$ cat src/hw/rtl/rpap_pkg.sv
package rpap_pkg;

  localparam int CORDIC_STEPS_DEF = 16;
  localparam int COORD_WIDTH_DEF  = 32;

  // CORDIC datapath width, angle and rotation values in Q4.30
  localparam int CORDIC_W  = 34;
  localparam int FRAC_BITS = 30;
  localparam int ATAN_ENTRIES = 30;

  localparam logic signed [CORDIC_W-1:0] CORDIC_GAIN = CORDIC_W'(32'd652032874);

  typedef enum logic [1:0] {
    QUAD_0 = 2'd0,
    QUAD_1 = 2'd1,
    QUAD_2 = 2'd2,
    QUAD_3 = 2'd3
  } quad_t;

  typedef enum logic [1:0] {
    CORNER_TL = 2'd0,
    CORNER_TR = 2'd1,
    CORNER_BL = 2'd2,
    CORNER_BR = 2'd3
  } corner_t;

  typedef enum logic {
    KIND_POINT = 1'b0,
    KIND_RECT  = 1'b1
  } kind_t;

  function automatic logic [CORDIC_W-1:0] atan_at(input int idx);
    logic [31:0] v;
    case (idx)
      0:  v = 32'h3243F6A8;
      1:  v = 32'h1DAC6705;
      2:  v = 32'h0FADBAFC;
      3:  v = 32'h07F56EA6;
      4:  v = 32'h03FEAB76;
      5:  v = 32'h01FFD55B;
      6:  v = 32'h00FFFAAA;
      7:  v = 32'h007FFF55;
      8:  v = 32'h003FFFEA;
      9:  v = 32'h001FFFFD;
      10: v = 32'h000FFFFF;
      11: v = 32'h0007FFFF;
      12: v = 32'h0003FFFF;
      13: v = 32'h0001FFFF;
      14: v = 32'h0000FFFF;
      15: v = 32'h00007FFF;
      16: v = 32'h00003FFF;
      17: v = 32'h00001FFF;
      18: v = 32'h00000FFF;
      19: v = 32'h000007FF;
      20: v = 32'h000003FF;
      21: v = 32'h000001FF;
      22: v = 32'h000000FF;
      23: v = 32'h0000007F;
      24: v = 32'h0000003F;
      25: v = 32'h0000001F;
      26: v = 32'h0000000F;
      27: v = 32'h00000008;
      28: v = 32'h00000004;
      29: v = 32'h00000002;
      default: v = 32'h00000000;
    endcase
    return {{(CORDIC_W-32){1'b0}}, v};
  endfunction

endpackage

$ cat src/hw/rtl/rpap_cordic_cell.sv
module rpap_cordic_cell import rpap_pkg::*; #(
  parameter int SHIFT  = 0,
  parameter int SIDE_W = 1
) (
  input  logic                       clk,
  input  logic                       rst,
  input  logic                       en,
  input  logic                       v_in,
  input  logic signed [CORDIC_W-1:0] x_in,
  input  logic signed [CORDIC_W-1:0] y_in,
  input  logic signed [CORDIC_W-1:0] z_in,
  input  logic        [SIDE_W-1:0]   side_in,
  output logic                       v_out,
  output logic signed [CORDIC_W-1:0] x_out,
  output logic signed [CORDIC_W-1:0] y_out,
  output logic signed [CORDIC_W-1:0] z_out,
  output logic        [SIDE_W-1:0]   side_out
);

  localparam logic signed [CORDIC_W-1:0] ATAN = atan_at(SHIFT);

  logic signed [CORDIC_W-1:0] xs;
  logic signed [CORDIC_W-1:0] ys;
  logic signed [CORDIC_W-1:0] x_next;
  logic signed [CORDIC_W-1:0] y_next;
  logic signed [CORDIC_W-1:0] z_next;

  always_comb begin
    xs = x_in >>> SHIFT;
    ys = y_in >>> SHIFT;
    if (!z_in[CORDIC_W-1]) begin
      x_next = x_in - ys;
      y_next = y_in + xs;
      z_next = z_in - ATAN;
    end else begin
      x_next = x_in + ys;
      y_next = y_in - xs;
      z_next = z_in + ATAN;
    end
  end

  always_ff @(posedge clk) begin
    if (rst) begin
      v_out <= 1'b0;
    end else if (en) begin
      v_out <= v_in;
    end
  end

  always_ff @(posedge clk) begin
    if (en) begin
      x_out    <= x_next;
      y_out    <= y_next;
      z_out    <= z_next;
      side_out <= side_in;
    end
  end

endmodule

$ cat config.mk
export PLATFORM = sky130hd
export DESIGN_NAME = rpap_cordic_cell
export DESIGN_NICKNAME = d
export VERILOG_FILES = /design/src/hw/rtl/rpap_pkg.sv /design/src/hw/rtl/rpap_cordic_cell.sv
export SDC_FILE = /design/constraint.sdc
export NUM_CORES = 1
export LEC_CHECK = 0
export BUFFER_PORTS_ARGS = -buffer_cell sky130_fd_sc_hd__buf_2
export CORE_AREA = 4 4 148 150
export DETAILED_ROUTE_END_ITERATION = 6
export DIE_AREA = 0 0 152 154
export GPL_ROUTABILITY_DRIVEN = 1
export PLACE_DENSITY = 0.73
export SLEW_MARGIN = 20
export SYNTH_ARGS = -nofsm -noshare
export SYNTH_HDL_FRONTEND = slang
export SYNTH_SLANG_ARGS = --single-unit
export TNS_END_PERCENT = 5
$ cat constraint.sdc
create_clock -name clk -period 11.22 [get_ports clk]
set_input_delay 0.561 -clock clk [delete_from_list [all_inputs] [get_ports clk]]
set_output_delay 0.561 -clock clk [all_outputs]
set_load 0.03 [all_outputs]
### Word level (Yosys, flattened, before mapping)

Index checks and enable logic that the tools add are counted.

* input port bits: 107
* word-level logic and storage cells: 13
* bits in registers: 104

* multiplexer cells: 3
* $add $sub $neg: 5

Operators by type and width (count)
* two-way mux 34 bit: 3
* subtractor 34 bit: 2
* adder 34 x 31 -> 34 bit (second input constant): 1
* adder 34 bit: 1
* subtractor 34 x 31 -> 34 bit (second input constant): 1

### Logic depth before layout (Yosys ltp)

Gate-level depths: netlist of run 1.

* depth in word-level cells: 2
* depth in mapped cells: 13
* mapped depth without buffers: 12

### Worst setup path before layout of run 1

OpenSTA, ideal clock, no wires.

* path kind: input to register
* start: input z_in[33]
* end: register z_out[30], data pin
* cell stages on the path: 13
* arrival time: 3744 ps
* setup slack: 7217 ps
* cells stage by stage: clkinv_1 > clkbuf_1 > buf_1 > ha_1 > a211o_1 > a31oi_1 > nor4b_1 > a211oi_1 > o311a_1 > a21oi_1 > a31o_2 > a31oi_1 > xnor2_1

* longest elaborated chain between the ends: 1

RTL lines
* start, declared: line rpap_cordic_cell.sv:11 `input logic signed [CORDIC_W-1:0] z_in,`
* two-way mux 34 bit: line rpap_cordic_cell.sv:31 `if (!z_in[CORDIC_W-1]) begin`
* net z_next[30]: line rpap_cordic_cell.sv:26 `logic signed [CORDIC_W-1:0] z_next;`
* end signal, assigned: line rpap_cordic_cell.sv:54 `z_out <= z_next;`
* end, declared: line rpap_cordic_cell.sv:16 `output logic signed [CORDIC_W-1:0] z_out,`

The timed path passes the listed nets, and every way through them passes these cells.
A chain may end at the register's enable or synchronous reset.

### Worst setup path after layout of run 1

* start: input x_in[0]
* end: register y_out[30], data pin

* longest elaborated chain between the ends: 2
* elaborated cells between the ends (all ways): 3
* classes of those cells: add/sub (2); mux (1)

RTL lines
* start, declared: line rpap_cordic_cell.sv:9 `input logic signed [CORDIC_W-1:0] x_in,`
* adder 34 bit or subtractor 34 bit (tied branches): line rpap_cordic_cell.sv:33, rpap_cordic_cell.sv:37
* two-way mux 34 bit *: line rpap_cordic_cell.sv:31
* net y_next[30]: line rpap_cordic_cell.sv:25 `logic signed [CORDIC_W-1:0] y_next;`
* end signal, assigned: line rpap_cordic_cell.sv:53 `y_out <= y_next;`
* end, declared: line rpap_cordic_cell.sv:15 `output logic signed [CORDIC_W-1:0] y_out,`

The timed path passes the listed nets; every way through them passes the cells marked *.

==> metrics.csv, run 1 <==
metric,value,unit
switchingPower,609.3,uW
dieArea,0.02341,mm2
fill_cells,1942,
synth_area_leader_cell,edfxtp_1,
grt_pass1_wl,46830,um
syn_inst,1154,
cts_hold_buf,0,
clock_skew,0,ns
antenna_found_initial,0,
post_cts_resized,0,
p_clk_share,22.2,%
die_w,152,um
power.share.switching,40.42,%
synth_commonest_cells,"a21oi_1 (147), ha_1 (129), inv_1 (113), edfxtp_1 (102), nor2_1 (82)",
grt_max_degree,82,
clock-root-buffer,clkbuf_16,
crit_path_start_kind,primary input,
setup_viol,0,
die_h,154,um
grt_overflow,0,
drive_gt1_share,18.09,%
port_buffers,210,
ant_nets,0,
cts_made_buffers,9,
hold_viol,0,
crit_type,primary input to register,
seqCellArea,0.003083,mm2
initial_core_util,48.85,%
synth_ff_type,edfxtp_1,
worstMarginPinSlew,0.8935,ns
core_area,0.02069,mm2
placed_cells,1597,
rows,53,
tns,0,ns
finalWorstPathRequiredPeriod,3.730,ns
period_share,33.25,%
share_seq_of_total_power,34.8,%
max_freq,0.2681,GHz
drc_errors,0,
ios,211,
yosysWarnings,0,
rsz0062_at_grt,false,
drv_slew,0,
first_pass_iters,6,
synth_area,0.01011,mm2
power.internal,898.1,uW
first_iter_violations,933,
cts_tree,built,
relSlewSlack,40.43,%
power_frac_comb,42.9,%
cp_data_arrival_time,3.84,ns
insertion_delay,0.36,ns
wl,29660,um
wl_per_cell,18.39,um
fin_area,0.01164,mm2
finalNonFillerCells,1613,
placed_area,0.01134,mm2
async_flop_share,0,%
status,"complete, no violations",
track_usage,24.32,%
crit_fanout,6,
dp_hpwl,23530,um
synth.most_common_cell,a21oi_1,
whs,0.3424,ns
cts_buffer_depth,2,
syn_nets,1394,
synth_area_leaders,"edfxtp_1 (30%), ha_1 (16%), a21oi_1 (7.3%)",
power.density,129.5,mW/mm2
clock-sinks,103,
ys_ff_latch,103,
synth.top_cell.area_share,30.30,%
drt-vias-per-instance,5.854,
area_growth,15.18,%
maxCapViolations,0,
post_cts_buffers,0,
htree_levels,3,
cts.reportedPaths.clkPinSlew,0.08,ns
ys_seq_area_share,30.50,%
synth_area_per_cell,8.758,um2
ir_drop,67.52,uV
multiInputGateArea,0.006395,mm2
required,11.33,ns
gp_congestion,0.9867,
critPathCaptureType,register,
num_antenna_cells,0,
ys_types,71,
power,1.507,mW
nNetsFinal,1573,
synth_edf_count,102,
leakage,5.237,nW
hp-class,primary input to register,
num_vias,9442,
grt_pass1_vias,8823,
==> area by class of cell <==
class                      instances  share of cell area [%]
clock buffer                       9                   1.935
inverter                         117                   3.773
timing repair buffer             213                   9.243
multi-input combinational        889                   54.93
sequential                       103                   26.48
tap                              275                   2.956
clock inverter                     7                  0.6771
==> routing by layer <==
metal	share of wire [%]	track usage, %	wire length, um
met5	0	0	0
met4	2.7	6.892	798
met3	8.6	4.250	2545
met2	46	39.35	13550
met1	43	33.65	12770
==> cell families after synthesis <==
logic type / share of synthesized area (%)
AOI/OAI and AO/OA: 25.11
xor gates and xnor gates: 7.972
adders and majority gates: 16.76
buffers and inverters: 6.227
DFF: 30.50
muxes: 1.783
and+or+nand+nor: 11.65
==> through the flow <==
stage / worst slack (ns) / utilization [%]
global placement: 7.306 / 54.80
global route: 7.287 / 56.27
floorplan: 7.217 / -
finish: 7.490 / 56.27
detailed placement: 7.148 / 54.80
CTS: 7.530 / 56.27
==> layout by cell type (no fill, tap or decap), types with 4 or more instances in the layout <==
cell / n
and3_1: 6
o2111ai_1: 4
mux2i_1: 18
inv_1: 113
a221o_1: 4
o21ai_0: 80
nand4_1: 13
or3_1: 7
fa_1: 4
nand3b_1: 5
a31oi_1: 12
o31ai_1: 15
nor3_1: 24
nor4_1: 6
a21boi_0: 6
o211ai_1: 12
buf_2: 209
o41ai_1: 4
a211o_1: 6
o21a_1: 8
a21o_1: 28
o21bai_1: 24
o31a_1: 5
xnor2_1: 74
edfxtp_1: 102
a21oi_1: 147
buf_4: 4
and2_1: 4
nand2b_1: 11
nand2_1: 52
clkbuf_16: 9
a211oi_1: 9
nor2b_1: 9
ha_1: 129
xor2_1: 18
nand3_1: 16
nor2_1: 82
==> sequential cells by signal (all words and copies together) (netlist names) <==
signal,flops
side_out,1
v_out,1
x_out,34
y_out,33
z_out,34
==> power groups by stage <==
stage,Sequential (mW),Clock (mW),Combinational [mW]
6_report,0.525,0.335,0.647
5_1_grt,0.531,0.360,0.696
4_1_cts,0.526,0.343,0.641
3_5_place_dp,0.535,0,0.639
3_3_place_gp,0.534,0,0.635
2_1_floorplan,0.663,0,0.319
==> final timing paths <==
check,from,cells after the start,endpoint,slack [ns]
max,x_in[0],11,y_out[30]$_DFFE_PP_,7.49
min,rst,2,v_out$_SDFFE_PP0P_,0.34
max reg2reg,v_out$_SDFFE_PP0P_,2,v_out$_SDFFE_PP0P_,10.63
min reg2reg,v_out$_SDFFE_PP0P_,2,v_out$_SDFFE_PP0P_,0.50
==> worst max-delay path, cell delays in order <==
cell and delay (ns):
buf_2 0.11, ha_1 0.23, fa_1 0.42, a221oi_1 0.57, o211ai_1 0.37, a311oi_1 0.68, o211a_1 0.28, nor2_1 0.07
a31oi_1 0.24, mux2i_1 0.13, xnor2_1 0.15
Note: power is estimated with default switching activity, not from simulation.
==> inputs of run 2 (changes only) <==
==> constraint.sdc (replaced) <==
create_clock -name clk -period 3.71 [get_ports clk]
set_input_delay 0.1855 -clock clk [delete_from_list [all_inputs] [get_ports clk]]
set_output_delay 0.1855 -clock clk [all_outputs]
set_load 0.03 [all_outputs]
==> run 2 against run 1 <==
  * Final cell count rose by 1.5%
  * Clock skew unchanged
  * Core utilization grew 1.0 points
  * Non-clock buffer count is 25 higher
  * Clock power increased to 3.1 times the previous value
  * Cell area up 1.8%
  * Hold slack got worse by 0.27 ns
  * Critical path type unchanged
==> metrics.csv, run 2 (same netlist as run 1, synthesis figures left out) <==
metric,value,unit
drc_errors,0,
num_antenna_cells,0,
maxCapViolations,0,
area_growth,17.28,%
insertion_delay,0.35,ns
cts_buffer_depth,2,
timing.rr.start,v_out$_SDFFE_PP0P_,
required,3.81,ns
grt_max_degree,61,
tns,0,ns
core_area,0.02069,mm2
ant_nets,0,
reg.largest.list,"x_out (34), z_out (34), y_out (33)",
rr_endpoint,v_out$_SDFFE_PP0P_,
dieArea,0.02341,mm2
worst-r2r-cell-count,2,
port_buffers,210,
holdPathEnd,v_out$_SDFFE_PP0P_,
max_freq,0.3274,GHz
gp_congestion,0.9729,
grt_pass1_wl,47500,um
slowest_stage,o31ai_1,
final_common_cell,buf_2,
fin_util,57.29,%
cp_data_arrival_time,3.16,ns
first_pass_iters,5,
wl,30170,um
power.density,389.6,mW/mm2
worst-r2r-setup-slack,3.11,ns
hp-class,primary input to register,
first_iter_violations,911,
drt-vias-per-instance,5.929,
worstMarginPinSlew,0.6527,ns
crit_fanout,11,
critPathCaptureType,register,
hold_viol,0,
crit_type,primary input to register,
period_share,82.34,%
hold_path_depth,3,
crit_path_start_kind,primary input,
cts_tree,built,
drv_slew,0,
cts_made_buffers,9,
num_vias,9711,
die_h,154,um
cp_cell_sequence,"buf_2, inv_1, ha_1, nand2b_1, a21oi_1, o31ai_1, a21oi_1, or3_1, o31a_1, a211o_1, o22ai_1, xnor2_1",
status,"complete, no violations",
track_usage,24.71,%
hp-start,v_in,
drive_gt1_share,19.15,%
antenna_found_initial,0,
ios,211,
path_common_cell,a21oi_1,
initial_core_util,48.85,%
grt_pass1_vias,9028,
rsz0062_at_grt,false,
finalWorstPathRequiredPeriod,3.055,ns
cts.reportedPaths.clkPinSlew,0.08,ns
setup_viol,0,
relSlewSlack,56.49,%
rows,53,
wl_per_cell,18.42,um
final_cell_mix,"buf_2 (209), a21oi_1 (147), ha_1 (129)",
clock_skew,0,ns
clock-root-buffer,clkbuf_16,
dp_hpwl,24080,um
die_w,152,um
leakage,5.371,nW
cpPeakStageDelay,0.52,ns
nNetsFinal,1598,
htree_levels,3,
grt_overflow,0,
clock-sinks,103,
ir_drop,201.1,uV
post_cts_buffers,0,
-- run 2: worst max-delay path, delay by kind of cell --
| kind | cells | cell delay, ns |
|---|---|---|
| buffers and inverters | 2 | 0.15 |
| AOI/OAI and AO/OA | 6 | 1.67 |
| xor gates and xnor gates | 1 | 0.09 |
| and+or+nand+nor | 2 | 0.60 |
| adders and majority gates | 1 | 0.44 |
-- run 2: metrics by stage --
| step | worst slack, ns | area (um2) | power [mW] | cells | hold slack (ns) |
|---|---|---|---|---|---|
| after global placement | 0.4411 | 11500 | 3.570 | 1617 | 0.3439 |
| final | 0.6552 | 11850 | 4.618 | 1638 | 0.07737 |
| after CTS | 0.7940 | 11850 | 4.614 | 1638 | 0.07311 |
| after floorplan | 0.08238 | 10110 | 2.969 | 1154 | 0.2579 |
| after global routing | 0.5615 | 11850 | 4.849 | 1638 | 0.1083 |
| after detailed placement | 0.4181 | 11500 | 3.582 | 1617 | 0.3434 |
-- run 2: how the worst max path moves through the flow --
stage                  start  slack, ns                  end
floorplan           z_in[33]       0.08  z_out[30]$_DFFE_PP_
global placement     x_in[1]       0.44  x_out[23]$_DFFE_PP_
detailed placement   x_in[1]       0.42  x_out[23]$_DFFE_PP_
CTS                  x_in[1]       0.79  x_out[23]$_DFFE_PP_
global route        x_in[12]       0.56  x_out[33]$_DFFE_PP_
finish               x_in[2]       0.66  x_out[30]$_DFFE_PP_
-- run 2: repair_timing --
item,CTS,global route
hold buffers,5,0
gates resized for setup,0,0
hold endpoints to repair,5,0
-- run 2: per-layer routing --
layer  vias to the layer above  global-route usage [%]  part of all wire (%)
li1                       4588                       -                     -
met1                      4613                   34.98                    44
met2                       456                   39.46                    46
met3                        54                   3.828                   7.7
met4                         0                   6.935                   2.4
met5                         -                       0                     0
-- run 2: power by group --
| part | internal (mW) | switching (mW) | total (mW) |
|---|---|---|---|
| clock network | 0.550 | 0.480 | 1.03 |
| registers | 1.54 | 0.0514 | 1.59 |
| logic | 0.678 | 1.32 | 2.00 |
| total | 2.77 | 1.85 | 4.62 |
-- run 2: cell type report --
cell class                 instances  area [um2]
fill                            1934        8836
multi-input combinational        889        6395
sequential                       103        3083
timing repair buffer             238        1289
inverter                         117       439.2
tap                              275       344.1
clock buffer                      11       242.7
clock inverter                     5       61.31
==> inputs of run 3 (changes only) <==
--- a/config.mk
+++ b/config.mk
@@ -5,12 +5,13 @@
 export SDC_FILE = /design/constraint.sdc
 export NUM_CORES = 1
 export LEC_CHECK = 0
+export ABC_AREA = 1
 export BUFFER_PORTS_ARGS = -buffer_cell sky130_fd_sc_hd__buf_2
-export CORE_AREA = 4 4 148 150
+export CORE_AREA = 4 4 162 164
 export DETAILED_ROUTE_END_ITERATION = 6
-export DIE_AREA = 0 0 152 154
+export DIE_AREA = 0 0 166 168
 export GPL_ROUTABILITY_DRIVEN = 1
-export PLACE_DENSITY = 0.73
+export PLACE_DENSITY = 0.71
 export SLEW_MARGIN = 20
 export SYNTH_ARGS = -nofsm -noshare
 export SYNTH_HDL_FRONTEND = slang
==> constraint.sdc (replaced) <==
create_clock -name clk -period 3.2 [get_ports clk]
set_input_delay 0.16 -clock clk [delete_from_list [all_inputs] [get_ports clk]]
set_output_delay 0.16 -clock clk [all_outputs]
set_load 0.03 [all_outputs]
==> run 3 against run 2 <==
  * Non-clock buffer count fell by 17
  * Final cell count rose by 42%
  * Largest power group unchanged
  * Critical endpoint is now x_out[25]$_DFFE_PP_
  * Highest routed layer is now met5
  * Total power up 21%
==> metrics.csv, run 3 <==
metric,value,unit
status,"complete, no violations",
yosysWarnings,0,
drt-vias-per-instance,5.479,
clock_skew,0,ns
power.density,406.2,mW/mm2
finalNonFillerCells,2329,
synth_area_leader_cell,edfxtp_1,
track_usage,28.22,%
synth_area_leaders,"edfxtp_1 (25%), nand2_1 (15%), ha_1 (13%)",
gr-usage-met3,3.545,%
synth_ff_type,edfxtp_1,
synth.top_cell.area_share,25.17,%
drc_errors,0,
max_freq,0.4469,GHz
area_growth,13.18,%
drv_slew,0,
ant_nets,0,
clock-sinks,103,
wl,41180,um
fin_util,55.33,%
relSlewSlack,47.99,%
final_common_cell,nand2_1,
htree_levels,3,
gp_congestion,0.9792,
die_w,166,um
use_met1,37.73,%
ir_drop,244.9,uV
post_cts_buffers,0,
worst-r2r-setup-slack,2.61,ns
crit_fanout,10,
grt_max_degree,69,
grt-busiest-layer,met2,
grt_pass1_vias,12280,
dieArea,0.02789,mm2
antenna_found_initial,1,
rows,58,
synth_area_per_cell,6.738,um2
drive_gt1_share,15.51,%
rsz0062_at_grt,false,
wl_per_cell,17.68,um
required,3.32,ns
placed_cells,2308,
hp-class,primary input to register,
die_h,168,um
cp_data_arrival_time,2.35,ns
ys_types,51,
crit_type,primary input to register,
syn_inst,1806,
crit_path_start_kind,primary input,
hold_viol,0,
worstMarginPinSlew,0.7801,ns
ys_ff_latch,103,
clock-root-buffer,clkbuf_16,
ys_seq_area_share,25.33,%
core_area,0.02489,mm2
cts_tree,built,
setup_viol,0,
synth.most_common_cell,nand2_1,
grt_pass1_wl,63750,um
whs,0.03278,ns
synth_edf_count,102,
gr-usage-met2,47.96,%
maxCapViolations,0,
synth_commonest_cells,"nand2_1 (485), inv_1 (233), nor2_1 (159), nand3_1 (158), a21oi_1 (151)",
num_antenna_cells,0,
syn_nets,2046,
period_share,69.93,%
nNetsFinal,2234,
dp_hpwl,34130,um
insertion_delay,0.36,ns
initial_core_util,48.89,%
post_cts_resized,0,
first_pass_iters,6,
finalWorstPathRequiredPeriod,2.238,ns
port_buffers,210,
cts.reportedPaths.clkPinSlew,0.08,ns
reg.largest.list,"x_out (34), z_out (34), y_out (33)",
async_flop_share,0,%
ios,211,
final_cell_mix,"nand2_1 (485), inv_1 (233), buf_2 (209)",
tns,0,ns
synth_area,0.01217,mm2
cts_hold_buf,5,
leakage,6.901,nW
num_vias,12760,
grt_overflow,0,
critPathCaptureType,register,
cts_buffer_depth,2,
cts_made_buffers,9,
first_iter_violations,1092,
-- run 3: cell families after synthesis --
| kind of cell | Yosys count | synth area share, % |
|---|---|---|
| xor gates and xnor gates | 45 | 3.239 |
| adders and majority gates | 133 | 13.92 |
| DFF | 103 | 25.33 |
| buffers and inverters | 289 | 10.00 |
| and+or+nand+nor | 898 | 31.77 |
| muxes | 2 | 0.1645 |
| AOI/OAI and AO/OA | 336 | 15.57 |
-- run 3: critical path: stages --
cell and delay [ns]:
buf_2 0.12, inv_1 0.05, ha_1 0.52, a21oi_1 0.32
o21ai_0 0.22, a21oi_1 0.44, nor2_1 0.10, nor2_1 0.16
nand3_1 0.09, nand3_1 0.10, nand2_1 0.07
-- run 3: power breakdown --
group | leakage [nW] | internal, mW | switching, mW
registers | 1.01 | 1.74 | 0.0552
logic | 5.74 | 0.747 | 1.79
clock network | 0.158 | 0.636 | 0.623
total | 6.90 | 3.12 | 2.47
-- run 3: stage by stage --
step,setup slack (ns),area [um2],power (mW)
final,0.9622,13770,5.594
after global placement,0.6147,13400,4.308
after global routing,0.7354,13770,5.899
after CTS,1.011,13770,5.580
after floorplan,1.026,12170,3.575
after detailed placement,0.6166,13400,4.317
-- run 3: final cells by class --
| type | count | area (um2) |
|---|---|---|
| Tap cell | 330 | 412.9 |
| Inverter | 245 | 922.1 |
| Fill cell | 2495 | 11120 |
| Timing Repair Buffer | 221 | 1161 |
| Multi-Input combinational cell | 1414 | 7869 |
| Clock buffer | 9 | 225.2 |
| Clock inverter | 7 | 100.1 |
| Sequential cell | 103 | 3083 |
-- run 3: layer usage --
metal | share of wire [%] | up-vias
met5 | 0.032 | -
met4 | 2.7 | 2
li1 | - | 6329
met2 | 46 | 534
met1 | 44 | 5829
met3 | 7.0 | 66
-- run 3: final timing paths --
check,start,end,cells after the start
setup reg to reg,v_out$_SDFFE_PP0P_,v_out$_SDFFE_PP0P_,2
hold reg to reg,v_out$_SDFFE_PP0P_,v_out$_SDFFE_PP0P_,2
setup / recovery,x_in[12],x_out[25]$_DFFE_PP_,11
hold / removal,v_in,v_out$_SDFFE_PP0P_,3
